## config.mk

```make
export PLATFORM = sky130hd
export DESIGN_NAME = ultrasonic_range_median_filter_top
export DESIGN_NICKNAME = d
export VERILOG_FILES = /design/src/rtl/core/urmf_pkg.sv /design/src/rtl/core/urmf_front.sv /design/src/rtl/core/urmf_batch_fifo.sv /design/src/rtl/core/urmf_back.sv /design/src/rtl/core/ultrasonic_range_median_filter_top.sv
export VERILOG_INCLUDE_DIRS = /design/src /design/src/rtl/core
export SDC_FILE = /design/constraint.sdc
export NUM_CORES = 1
export LEC_CHECK = 0
export CAP_MARGIN = 30
export CORE_UTILIZATION = 50
export DETAILED_ROUTE_END_ITERATION = 8
export DONT_BUFFER_PORTS = 1
export PLACE_DENSITY = 0.68
export SLEW_MARGIN = 20
export SYNTH_ARGS = -nofsm -noshare
export SYNTH_HDL_FRONTEND = slang
export SYNTH_HIERARCHICAL = 1
export SYNTH_SLANG_ARGS = --single-unit
```

## constraint.sdc

```tcl
create_clock -name clk_i -period 8.4 [get_ports clk_i]
set_input_delay 1.26 -clock clk_i [delete_from_list [all_inputs] [get_ports clk_i]]
set_output_delay 1.26 -clock clk_i [all_outputs]
set_load 0.05 [all_outputs]
```

## src/rtl/core/assert_macros.svh

```systemverilog
// assertion macros shared by the range filter modules
// each macro expects clk_i and rst_ni in the enclosing module
`ifndef ASSERT_MACROS_SVH
`define ASSERT_MACROS_SVH

// property must hold at every edge outside reset
`define ASSERT_PROP(lbl, prop, msg) \
  lbl: assert property (@(posedge clk_i) disable iff (!rst_ni) (prop)) else $error(msg);

// expression must never be true outside reset
`define ASSERT_NEVER(lbl, expr, msg) \
  lbl: assert property (@(posedge clk_i) disable iff (!rst_ni) !(expr)) else $error(msg);

`endif

```

## src/rtl/core/urmf_pkg.sv

```systemverilog
// types, constants and helpers of the ultrasonic range median filter
// no dependencies
`default_nettype none

package urmf_pkg;

  // echo sample width and conversion constants
  localparam int EchoWidth  = 16;
  localparam int XWidth     = EchoWidth + 5;        // us * 17
  localparam int CmWidth    = 10;
  localparam int CmDivisor  = 1000;
  localparam int LimitCm    = 400;
  localparam int NoObstacle = 999;
  localparam int LimitX     = (LimitCm + 1) * CmDivisor;
  localparam int MulWidth   = $clog2(LimitX);
  localparam int RecipShift = 29;
  localparam int Recip      = ((1 << RecipShift) + CmDivisor - 1) / CmDivisor;
  localparam int RecipWidth = $clog2(Recip);
  localparam int ProdWidth  = MulWidth + RecipWidth;

  // batch layout
  localparam int SensorCnt  = 3;
  localparam int BatchLen   = 3 * SensorCnt;
  localparam int StoreDepth = BatchLen - 1;
  localparam int StoreIdxW  = $clog2(StoreDepth);
  localparam int PosWidth   = $clog2(BatchLen + 1);
  localparam int LastPos    = BatchLen - 1;

  // queue between front and back
  localparam int FifoDepth  = 2;
  localparam int FifoPtrW   = $clog2(FifoDepth);
  localparam int FifoCntW   = $clog2(FifoDepth + 1);

  // configuration
  localparam int OffsetWidth = 10;
  localparam int MaxWidth    = 9;
  localparam int ActiveWidth = 2;
  localparam int CfgIdxWidth = 2;
  localparam int CfgDataWidth = 10;
  localparam int MaxReset    = 400;

  typedef enum logic [CfgIdxWidth-1:0] {
    CfgOffset   = 2'd0,
    CfgMaxRange = 2'd1,
    CfgActive   = 2'd2
  } cfg_idx_e;

  typedef enum logic [ActiveWidth-1:0] {
    ActAll    = 2'd0,
    ActLeft   = 2'd1,
    ActCenter = 2'd2,
    ActRight  = 2'd3
  } active_e;

  typedef logic [CmWidth-1:0] cm_t;

  typedef struct packed {
    cm_t [BatchLen-1:0] sample;
  } batch_t;

  typedef struct packed {
    logic full;
    logic empty;
  } fifo_status_t;

  // median of three
  function automatic cm_t mid3(cm_t a, cm_t b, cm_t c);
    cm_t lo;
    cm_t hi;
    cm_t hc;
    lo = (a < b) ? a : b;
    hi = (a < b) ? b : a;
    hc = (hi < c) ? hi : c;
    return (lo > hc) ? lo : hc;
  endfunction

endpackage

`default_nettype wire

```

## src/rtl/core/urmf_front.sv

```systemverilog
// front end: accepts echo beats, converts to centimetres, gathers a batch
// depends on urmf_pkg and assert_macros.svh
`default_nettype none
`include "assert_macros.svh"

module urmf_front (
  input  wire logic                           clk_i,
  input  wire logic                           rst_ni,
  input  wire logic                           push,
  output logic                                full,
  input  wire logic [15:0]                    echo_us_i,
  input  urmf_pkg::fifo_status_t              fifo_status_i,
  output logic                                fifo_push_o,
  output urmf_pkg::batch_t                    fifo_wdata_o
);

  logic                              accept;
  logic [31:0]                       echo_ext;
  logic [urmf_pkg::EchoWidth-1:0]    us;
  logic [urmf_pkg::PosWidth-1:0]     pos_q, pos_d;
  logic                              s1_valid_q, s1_valid_d;
  logic [urmf_pkg::XWidth-1:0]       s1_x_q;
  logic                              s1_zero_q;
  logic [urmf_pkg::PosWidth-1:0]     s1_pos_q;
  logic                              s1_last;
  logic                              s1_go;
  logic [31:0]                       x_ext;
  logic [urmf_pkg::MulWidth-1:0]     mul_in;
  logic [urmf_pkg::ProdWidth-1:0]    prod;
  urmf_pkg::cm_t                     cm;
  urmf_pkg::cm_t                     store_q [urmf_pkg::StoreDepth];

  // input handshake
  assign s1_last     = (s1_pos_q == urmf_pkg::PosWidth'(urmf_pkg::LastPos));
  assign full        = s1_valid_q && s1_last && fifo_status_i.full;
  assign accept      = push && !full;
  assign s1_go       = s1_valid_q && !(s1_last && fifo_status_i.full);
  assign fifo_push_o = s1_valid_q && s1_last && !fifo_status_i.full;

  assign echo_ext = 32'(echo_us_i);
  assign us       = echo_ext[urmf_pkg::EchoWidth-1:0];

  // batch position
  always_comb begin
    pos_d = pos_q;
    if (accept) begin
      if (pos_q >= urmf_pkg::PosWidth'(urmf_pkg::LastPos)) begin
        pos_d = '0;
      end else begin
        pos_d = pos_q + 1'b1;
      end
    end
  end

  assign s1_valid_d = accept || (s1_valid_q && !s1_go);

  always_ff @(posedge clk_i or negedge rst_ni) begin
    if (!rst_ni) begin
      pos_q      <= '0;
      s1_valid_q <= 1'b0;
    end else begin
      pos_q      <= pos_d;
      s1_valid_q <= s1_valid_d;
    end
  end

  // first stage: times 17 as shift and add
  always_ff @(posedge clk_i) begin
    if (accept) begin
      s1_x_q    <= {us, 4'b0000} + urmf_pkg::XWidth'(us);
      s1_zero_q <= (us == '0);
      s1_pos_q  <= (pos_q >= urmf_pkg::PosWidth'(urmf_pkg::LastPos)) ?
                   urmf_pkg::PosWidth'(urmf_pkg::LastPos) : pos_q;
    end
  end

  // second stage: divide by 1000 through the reciprocal, range check
  assign x_ext  = 32'(s1_x_q);
  assign mul_in = x_ext[urmf_pkg::MulWidth-1:0];
  assign prod   = urmf_pkg::ProdWidth'(mul_in) *
                  urmf_pkg::ProdWidth'(urmf_pkg::Recip);

  always_comb begin
    if (s1_zero_q || (x_ext >= 32'(urmf_pkg::LimitX))) begin
      cm = urmf_pkg::CmWidth'(urmf_pkg::NoObstacle);
    end else begin
      cm = prod[urmf_pkg::RecipShift +: urmf_pkg::CmWidth];
    end
  end

  // sample store, first eight beats of a batch
  always_ff @(posedge clk_i) begin
    if (s1_go && !s1_last) begin
      store_q[s1_pos_q[urmf_pkg::StoreIdxW-1:0]] <= cm;
    end
  end

  // complete batch towards the queue
  always_comb begin
    for (int i = 0; i < urmf_pkg::StoreDepth; i++) begin
      fifo_wdata_o.sample[i] = store_q[i];
    end
    fifo_wdata_o.sample[urmf_pkg::LastPos] = cm;
  end

  `ASSERT_PROP(a_pos_range, pos_q <= urmf_pkg::PosWidth'(urmf_pkg::LastPos),
               "batch position out of range")
  `ASSERT_PROP(a_stall_hold, s1_valid_q && !s1_go |=> s1_valid_q && $stable(s1_x_q)
               && $stable(s1_pos_q), "stalled conversion stage lost its beat")

endmodule

`default_nettype wire

```

## src/rtl/core/urmf_batch_fifo.sv

```systemverilog
// two-entry queue of complete batches between front and back
// depends on urmf_pkg and assert_macros.svh
`default_nettype none
`include "assert_macros.svh"

module urmf_batch_fifo (
  input  wire logic              clk_i,
  input  wire logic              rst_ni,
  input  wire logic              push_i,
  input  urmf_pkg::batch_t       wdata_i,
  input  wire logic              pop_i,
  output urmf_pkg::batch_t       rdata_o,
  output urmf_pkg::fifo_status_t status_o
);

  urmf_pkg::batch_t                 entry_q [urmf_pkg::FifoDepth];
  logic [urmf_pkg::FifoPtrW-1:0]    wr_ptr_q, wr_ptr_d;
  logic [urmf_pkg::FifoPtrW-1:0]    rd_ptr_q, rd_ptr_d;
  logic [urmf_pkg::FifoCntW-1:0]    count_q, count_d;
  logic                             do_push;
  logic                             do_pop;

  assign status_o.full  = (count_q == urmf_pkg::FifoCntW'(urmf_pkg::FifoDepth));
  assign status_o.empty = (count_q == '0);
  assign do_push = push_i && !status_o.full;
  assign do_pop  = pop_i && !status_o.empty;
  assign rdata_o = entry_q[rd_ptr_q];

  // pointer and count update
  always_comb begin
    wr_ptr_d = wr_ptr_q;
    rd_ptr_d = rd_ptr_q;
    count_d  = count_q;
    if (do_push) begin
      wr_ptr_d = (wr_ptr_q == urmf_pkg::FifoPtrW'(urmf_pkg::FifoDepth - 1)) ?
                 '0 : wr_ptr_q + 1'b1;
    end
    if (do_pop) begin
      rd_ptr_d = (rd_ptr_q == urmf_pkg::FifoPtrW'(urmf_pkg::FifoDepth - 1)) ?
                 '0 : rd_ptr_q + 1'b1;
    end
    if (do_push && !do_pop) begin
      count_d = count_q + 1'b1;
    end else if (do_pop && !do_push) begin
      count_d = count_q - 1'b1;
    end
  end

  always_ff @(posedge clk_i or negedge rst_ni) begin
    if (!rst_ni) begin
      wr_ptr_q <= '0;
      rd_ptr_q <= '0;
      count_q  <= '0;
    end else begin
      wr_ptr_q <= wr_ptr_d;
      rd_ptr_q <= rd_ptr_d;
      count_q  <= count_d;
    end
  end

  // entry storage
  always_ff @(posedge clk_i) begin
    if (do_push) begin
      entry_q[wr_ptr_q] <= wdata_i;
    end
  end

  `ASSERT_PROP(a_count_range, count_q <= urmf_pkg::FifoCntW'(urmf_pkg::FifoDepth),
               "batch queue count overflow")
  `ASSERT_PROP(a_ptr_gap, status_o.empty |-> wr_ptr_q == rd_ptr_q,
               "empty batch queue with pointers apart")

endmodule

`default_nettype wire

```

## src/rtl/core/urmf_back.sv

```systemverilog
// back end: median of three per sensor, calibration, sensor select, result beat
// depends on urmf_pkg
`default_nettype none

module urmf_back (
  input  wire logic                                 clk_i,
  input  wire logic                                 rst_ni,
  input  wire logic                                 cfg_we_i,
  input  wire logic [urmf_pkg::CfgIdxWidth-1:0]     cfg_idx_i,
  input  wire logic [urmf_pkg::CfgDataWidth-1:0]    cfg_wdata_i,
  input  urmf_pkg::fifo_status_t                    fifo_status_i,
  input  urmf_pkg::batch_t                          fifo_rdata_i,
  output logic                                      fifo_pop_o,
  output logic                                      empty,
  input  wire logic                                 pop,
  output logic [urmf_pkg::CmWidth-1:0]              left_cm_o,
  output logic [urmf_pkg::CmWidth-1:0]              center_cm_o,
  output logic [urmf_pkg::CmWidth-1:0]              right_cm_o
);

  logic signed [urmf_pkg::OffsetWidth-1:0] offset_q;
  logic [urmf_pkg::MaxWidth-1:0]           max_q;
  urmf_pkg::active_e                       active_q;
  logic                                    out_valid_q, out_valid_d;
  logic                                    take;
  urmf_pkg::cm_t                           res [urmf_pkg::SensorCnt];
  urmf_pkg::cm_t                           out_q [urmf_pkg::SensorCnt];

  // configuration registers
  always_ff @(posedge clk_i or negedge rst_ni) begin
    if (!rst_ni) begin
      offset_q <= '0;
      max_q    <= urmf_pkg::MaxWidth'(urmf_pkg::MaxReset);
      active_q <= urmf_pkg::ActAll;
    end else if (cfg_we_i) begin
      case (urmf_pkg::cfg_idx_e'(cfg_idx_i))
        urmf_pkg::CfgOffset: begin
          offset_q <= cfg_wdata_i[urmf_pkg::OffsetWidth-1:0];
        end
        urmf_pkg::CfgMaxRange: begin
          max_q <= cfg_wdata_i[urmf_pkg::MaxWidth-1:0];
        end
        urmf_pkg::CfgActive: begin
          active_q <= urmf_pkg::active_e'(cfg_wdata_i[urmf_pkg::ActiveWidth-1:0]);
        end
        default: begin
        end
      endcase
    end
  end

  // median, calibration and sensor select per sensor
  always_comb begin
    urmf_pkg::cm_t      med;
    logic signed [11:0] sum;
    logic               sel;
    for (int s = 0; s < urmf_pkg::SensorCnt; s++) begin
      med = urmf_pkg::mid3(fifo_rdata_i.sample[s],
                           fifo_rdata_i.sample[s + urmf_pkg::SensorCnt],
                           fifo_rdata_i.sample[s + 2 * urmf_pkg::SensorCnt]);
      sum = $signed({2'b00, med}) + 12'(offset_q);
      sel = (active_q == urmf_pkg::ActAll) ||
            (32'(active_q) == 32'(s + 1));
      if (!sel) begin
        res[s] = urmf_pkg::CmWidth'(urmf_pkg::NoObstacle);
      end else if (med == urmf_pkg::CmWidth'(urmf_pkg::NoObstacle)) begin
        res[s] = med;
      end else if (sum < 0) begin
        res[s] = '0;
      end else if (sum > $signed({3'b000, max_q})) begin
        res[s] = urmf_pkg::CmWidth'(urmf_pkg::NoObstacle);
      end else begin
        res[s] = sum[urmf_pkg::CmWidth-1:0];
      end
    end
  end

  // result register handshake
  assign empty       = !out_valid_q;
  assign take        = !fifo_status_i.empty && (!out_valid_q || pop);
  assign fifo_pop_o  = take;
  assign out_valid_d = take || (out_valid_q && !pop);

  always_ff @(posedge clk_i or negedge rst_ni) begin
    if (!rst_ni) begin
      out_valid_q <= 1'b0;
    end else begin
      out_valid_q <= out_valid_d;
    end
  end

  always_ff @(posedge clk_i) begin
    if (take) begin
      for (int s = 0; s < urmf_pkg::SensorCnt; s++) begin
        out_q[s] <= res[s];
      end
    end
  end

  assign left_cm_o   = out_q[0];
  assign center_cm_o = out_q[1];
  assign right_cm_o  = out_q[2];

endmodule

`default_nettype wire

```

## src/rtl/core/ultrasonic_range_median_filter_top.sv

```systemverilog
// one echo beat per cycle while full is low; a result beat for every ninth echo of a batch
// the ninth echo reaches empty low through the conversion stage, then the batch
// queue, into the median and calibration register
// the batch queue holds two batches; input stalls once both wait behind a result
// reset clears batch position, queues and registers (offset 0, max 400, all)
// the sample store is not cleared; each batch writes it before reading it
`default_nettype none

module ultrasonic_range_median_filter_top (
  input  wire logic                              clk_i,
  input  wire logic                              rst_ni,
  input  wire logic                              push,
  output logic                                   full,
  input  wire logic [15:0]                       echo_us_i,
  output logic                                   empty,
  input  wire logic                              pop,
  output logic [9:0]                             left_cm_o,
  output logic [9:0]                             center_cm_o,
  output logic [9:0]                             right_cm_o,
  input  wire logic                              cfg_we_i,
  input  wire logic [urmf_pkg::CfgIdxWidth-1:0]  cfg_idx_i,
  input  wire logic [urmf_pkg::CfgDataWidth-1:0] cfg_wdata_i
);

  urmf_pkg::fifo_status_t fifo_status;
  urmf_pkg::batch_t       fifo_wdata;
  urmf_pkg::batch_t       fifo_rdata;
  logic                   fifo_push;
  logic                   fifo_pop;

  // intake and conversion
  urmf_front u_front (
    .clk_i         (clk_i),
    .rst_ni        (rst_ni),
    .push          (push),
    .full          (full),
    .echo_us_i     (echo_us_i),
    .fifo_status_i (fifo_status),
    .fifo_push_o   (fifo_push),
    .fifo_wdata_o  (fifo_wdata)
  );

  // batch queue
  urmf_batch_fifo u_fifo (
    .clk_i    (clk_i),
    .rst_ni   (rst_ni),
    .push_i   (fifo_push),
    .wdata_i  (fifo_wdata),
    .pop_i    (fifo_pop),
    .rdata_o  (fifo_rdata),
    .status_o (fifo_status)
  );

  // filtering and result
  urmf_back u_back (
    .clk_i         (clk_i),
    .rst_ni        (rst_ni),
    .cfg_we_i      (cfg_we_i),
    .cfg_idx_i     (cfg_idx_i),
    .cfg_wdata_i   (cfg_wdata_i),
    .fifo_status_i (fifo_status),
    .fifo_rdata_i  (fifo_rdata),
    .fifo_pop_o    (fifo_pop),
    .empty         (empty),
    .pop           (pop),
    .left_cm_o     (left_cm_o),
    .center_cm_o   (center_cm_o),
    .right_cm_o    (right_cm_o)
  );

endmodule

`default_nettype wire

```

Word-level counts from Yosys, hierarchy flattened
Memories as Yosys holds them, arrays and structs flattened.
Index checks and enable logic that the tools add are counted.
{ "op_classes": {"n_addsub": 9, "multipliers": 1, "magnitude_cmp": 17, "n_eq_ne": 10, "n_mux": 36, "reduce_logical": 39} }
{ "ops": {"columns": ["operator", "count"], "rows": [
  ["$mux 10", 25],
  ["$lt 10x10->1", 6],
  ["$mul 19x20->39 const B", 1],
  ["$add 11x10->12", 3],
  ["$gt 12x10->1", 3],
  ["$lt 12x1->1 const B", 3],
  ["$eq 10x10->1 const B", 3],
  ["$gt 10x10->1", 3],
  ["$add 20x16->21", 1],
  ["$ge 21x19->1 const B", 1],
  ["$logic_not 16->1", 1],
  ["$logic_and 1x1->1", 14],
  ["$logic_not 1->1", 10],
  ["$eq 2x2->1 const B", 4],
  ["$mux 1", 8],
  ["$logic_or 1x1->1", 7],
  ["$logic_not 2->1", 3],
  ["$reduce_and 2->1", 3],
  ["$add 4x1->4 const B", 1],
  ["$eq 2x1->1 const B", 2],
  ["$eq 4x4->1 const B", 1],
  ["$ge 4x4->1 const B", 1],
  ["$mux 2", 2],
  ["$mux 4", 1],
  ["4 further kinds", 5]
]} }
{ "totals": {"ff_bits": 57, "ram_bits": 290, "input_bits": 33, "memories": 3} }
{ "mem_list": {"columns": ["memory", "depth", "width", "rd", "rd_ports_with_merged_regs", "write_ports", "line_no", "source"], "rows": [
  ["u_fifo.entry_q", 2, 90, 1, 0, 1, "urmf_batch_fifo.sv:16", "urmf_pkg::batch_t entry_q [urmf_pkg::FifoDepth];"],
  ["u_front.store_q", 8, 10, 8, 0, 1, "urmf_front.sv:31", "urmf_pkg::cm_t store_q [urmf_pkg::StoreDepth];"],
  ["u_back.out_q", 3, 10, 3, 0, 3, "urmf_back.sv:27", "urmf_pkg::cm_t out_q [urmf_pkg::SensorCnt];"]
]} }

Depth between registers and ports, before layout
An unclocked memory read counts as a cell.
{ "depth": {"depth_word": 13, "mapped_depth": 47, "depth_no_buf": 41} }

Hierarchy
Netlist, hierarchy kept.
{ "by_module_without_submodules": {"columns": ["mod", "instances", "cells_each", "area_each_um2"], "rows": [
  ["urmf_front", 1, 835, 9577.9],
  ["urmf_back", 1, 996, 8122.8],
  ["urmf_batch_fifo", 1, 299, 7140.6]
]} }

Least setup slack after synthesis
No wires, ideal clock.
{ "synth_timing": {"path_type": "reg-to-reg", "startpoint": "register u_fifo.rd_ptr_q", "endpoint": "memory u_back/out_q[0][0] (netlist bit) (data pin)", "arrival_time_ns": 9.006, "required_ns": 8.130, "path_slack_ns": -0.876, "path_stages_with_launch": 45, "path_cell_list": "dfrtp_1 buf_6 buf_12 mux2_4 ha_1 nand4_1 o211ai_1 a21o_1 clkbuf_1 clkbuf_1 clkbuf_1 nand2_1 o21ai_0 ha_1 a211oi_1 o211ai_1 a211o_1 a211oi_1 [... 9 more ...] buf_1 o21ai_0 ha_1 fa_1 a21o_1 a21oi_1 o21bai_1 a2111oi_0 nor2_1 xor2_1 ha_1 nand3_1 o21bai_1 a31oi_1 a2111o_1 nand2b_1 nor2_1 o21ai_0"} }
{ "synth_rtl": {"columns": ["element", "line_no", "source"], "rows": [
  ["start: declaration", "urmf_batch_fifo.sv:18", "logic [urmf_pkg::FifoPtrW-1:0] rd_ptr_q, rd_ptr_d;"],
  ["start signal: assignment", "urmf_batch_fifo.sv:56", "rd_ptr_q <= rd_ptr_d;"],
  ["end: declaration", "urmf_back.sv:27", null]
]} }

==> flow_summary.toml <==
[status]
status = "finished with violations"
failed_checks = "setup timing"

[worst_setup_path]
path_max_fanout = 8
cp-start-kind = "flop"
end_kind = "flop"
crit_type = "flop to flop"
arrival_ps = 8800
crit_path_frequent_cell = "ha_1"
critPathRequiredTime_ps = 8670
cpMaxStageDelayCell = "dfrtp_4"
path_delay_family = "compound AO/OA/AOI/OAI gates"
crit_start = "u_fifo/rd_ptr_q"
cpPeakStageDelay_ps = 500
r2r-start = "u_fifo/rd_ptr_q"
crit_buf_inv = 7

[floorplanning]
start_util = 0.5075
dieArea_um2 = 50580
die_w_um = 224.9
core_um2 = 48950
pin_count = 65
rows = 81
die_h_um = 224.9

[synthesis]
netlist_instances = 2130
synth_common_cells = "339 x ha_1, 324 x inv_1, 316 x edfxtp_1"
synth_top_area_cell = "edfxtp_1"
syn-cell-area_um2 = 24840
ys_seq_area_frac = 0.4134
async_flop_share = 0.08934
synth.area.top_cells = "edfxtp_1 38%, ha_1 17%, fa_1 6.9%"
avgSynthCellArea_um2 = 11.66
ys.flop_type = "edfxtp_1"
synth_top_area_share = 0.3820
synth_cell_type_count = 80
ys_warn_count = 6
yosysMostFrequentCell = "ha_1"
ys_ff_latch = 347
synth-edff-count = 316
syn_nets = 2587

[flow_run]
maxCapViolCount = 0

[clock_network]
holdBufCountCts = 0
cts_tree = "done"
cts_buffers = 38
cts-root-buf = "clkbuf_16"
clock-sinks = 347
clk_pin_slew_ps = 60
clock_latency_ps = 550
cts_buffer_depth = 3
cts_max_level = 2

[layout]
diodes = 0
fin_cells = 3088
drive_above_1_share = 0.2616
syn2layout_area_growth_pct = 20.46
final_util = 0.6113
nNetsFinal = 2854

[route]
routed_via_density = 5.439
route.vias.total = 16800
wirelength_mm = 57.18
drt-pass1-iter-count = 5
route.antenna.remaining_nets = 0
drtIter0Drc = 932
drcViolationCount = 0
wl_per_cell_um = 18.52

[timing]
rsz0062_at_grt = "true"
period_needed_ps = 8527
setup_ws_ps = -127.0
tightest_slew_ps = 970.7
clock_skew_ps = 33.42
relSlewSlack = 0.3505
hold_violations = 0
fin_crit_sh = 1.015
drv_slew = 0
finalSetupViolCount = 9
max_freq_mhz = 117.3

[place]
placement.io_buffers = 0
hpwl_mm = 43.66
place.gp.congestion = 0.9243
dp.cells = 2956

[global_route]
antenna_found_initial = 0
grt_usage = 0.2233
overflow = 0
grt_pass1_vias = 17050
grt_pass1_wl_mm = 87.96
grt_max_degree = 68

[worst_hold_path]
hp-class = "primary input to async pin"
## worst reg2reg max path: cells and delay by family, from the launching register on
kind / cells / cell delay (ps)
compound gates: 13 / 2230
simple gates: 14 / 2110
fa+ha+maj: 6 / 1740
buf+inv: 7 / 920
mux: 2 / 510
flops: 1 / 500
xor+xnor: 1 / 240
## area by class of cell
class	instances	area, µm²
clock buffers	47	1006
clock inverters	20	188.9
fillers	3855	19030
inverters	325	1230
multi-input cells	1426	14080
flip-flops and latches	347	10270
well taps	664	830.8
repair buffers	259	2318
## state kept, by name (all words and copies together) (netlist names), 2 cells and up
signal,count
u_back/active_q,2
u_back/max_q,9
u_front/s1_x_q,21
u_fifo/entry_q,180
u_front/s1_pos_q,4
u_back/offset_q,10
u_fifo/count_q,2
u_back/out_q,30
u_front/store_q,80
u_front/pos_q,4
## cell usage in the layout (no fill, tap or decap), types with 10 or more instances in the layout
cell and instances:
nor2_1 67, mux2_4 91, dfrtp_1 27, nor2b_1 12, nor4_1 11, inv_1 314, nor3_1 20, edfxtp_1 316
buf_4 225, mux2i_1 54, nand2_1 109, o21ai_1 36, o21ai_2 35, mux2i_2 12, a21oi_2 20, o21a_1 15
o211ai_1 11, ha_4 18, xnor2_1 29, a31oi_1 13, mux2_2 27, nand2b_1 18, a211o_1 10, nand4_1 39
nor2_2 16, nand3_1 24, xor2_1 19, o21ai_0 45, ha_1 313, fa_1 83, a21oi_1 73, clkbuf_16 48
buf_12 12, a21o_1 35
## timing repair
item	in CTS	in global routing
resized for setup	55	184
setup endpoints to repair	30	30
pin swaps	26	68
cloned	2	9
setup buffers	24	29
## kinds of logic (layout without fill, tap and decap cells)
| group | count (synthesis) | count (layout) | synth area share |
|---|---|---|---|
| AOI/OAI and AO/OA | 361 | 361 | 0.09243 |
| xor gates and xnor gates | 49 | 49 | 0.01728 |
| and+or+nand+nor | 398 | 398 | 0.07963 |
| muxes | 194 | 194 | 0.09781 |
| DFF | 347 | 347 | 0.4134 |
| adders and majority gates | 424 | 424 | 0.2392 |
| buffers and inverters | 357 | 651 | 0.06024 |
## metal layers
layer | part of all wire | wire, µm | vias to the layer above | GRT usage
met5 | 0 | 0 | - | 0
li1 | - | - | 8191 | -
met3 | 0.035 | 2022 | 112 | 0.02907
met1 | 0.45 | 25480 | 8140 | 0.2922
met2 | 0.49 | 27740 | 352 | 0.3776
met4 | 0.034 | 1927 | 0 | 0.08427
## worst paths after layout
check                                   endpoint  slack (ps)  cells after the start
max reg2reg                  u_back/out_q[0][12]        -130                     43
max                          u_back/out_q[0][12]        -130                     43
min in group clk_i         u_fifo/entry_q[0][31]         430                      0
min reg2reg                u_fifo/entry_q[0][31]         430                      0
max in group asynchronous        u_back/max_q[4]        7810                      0
min                           u_back/offset_q[7]         410                      0
## per-stage QoR
stage / hold slack, ps / TNS, ps / setup slack [ps] / area [µm²]
floorplan: 421.5 / 0 / 5.490 / 24980
global placement: 421.7 / -1662 / -211.8 / 27050
detailed placement: 429.0 / -6834 / -386.0 / 27070
CTS: 375.6 / -60.22 / -29.64 / 28660
global route: 382.7 / -9337 / -535.5 / 29930
finish: 412.1 / -896.4 / -127.0 / 29930
Power is left out: the tool's default activity adds up to more than one toggle a clock period on the data nets, which glitch-free logic cannot reach.
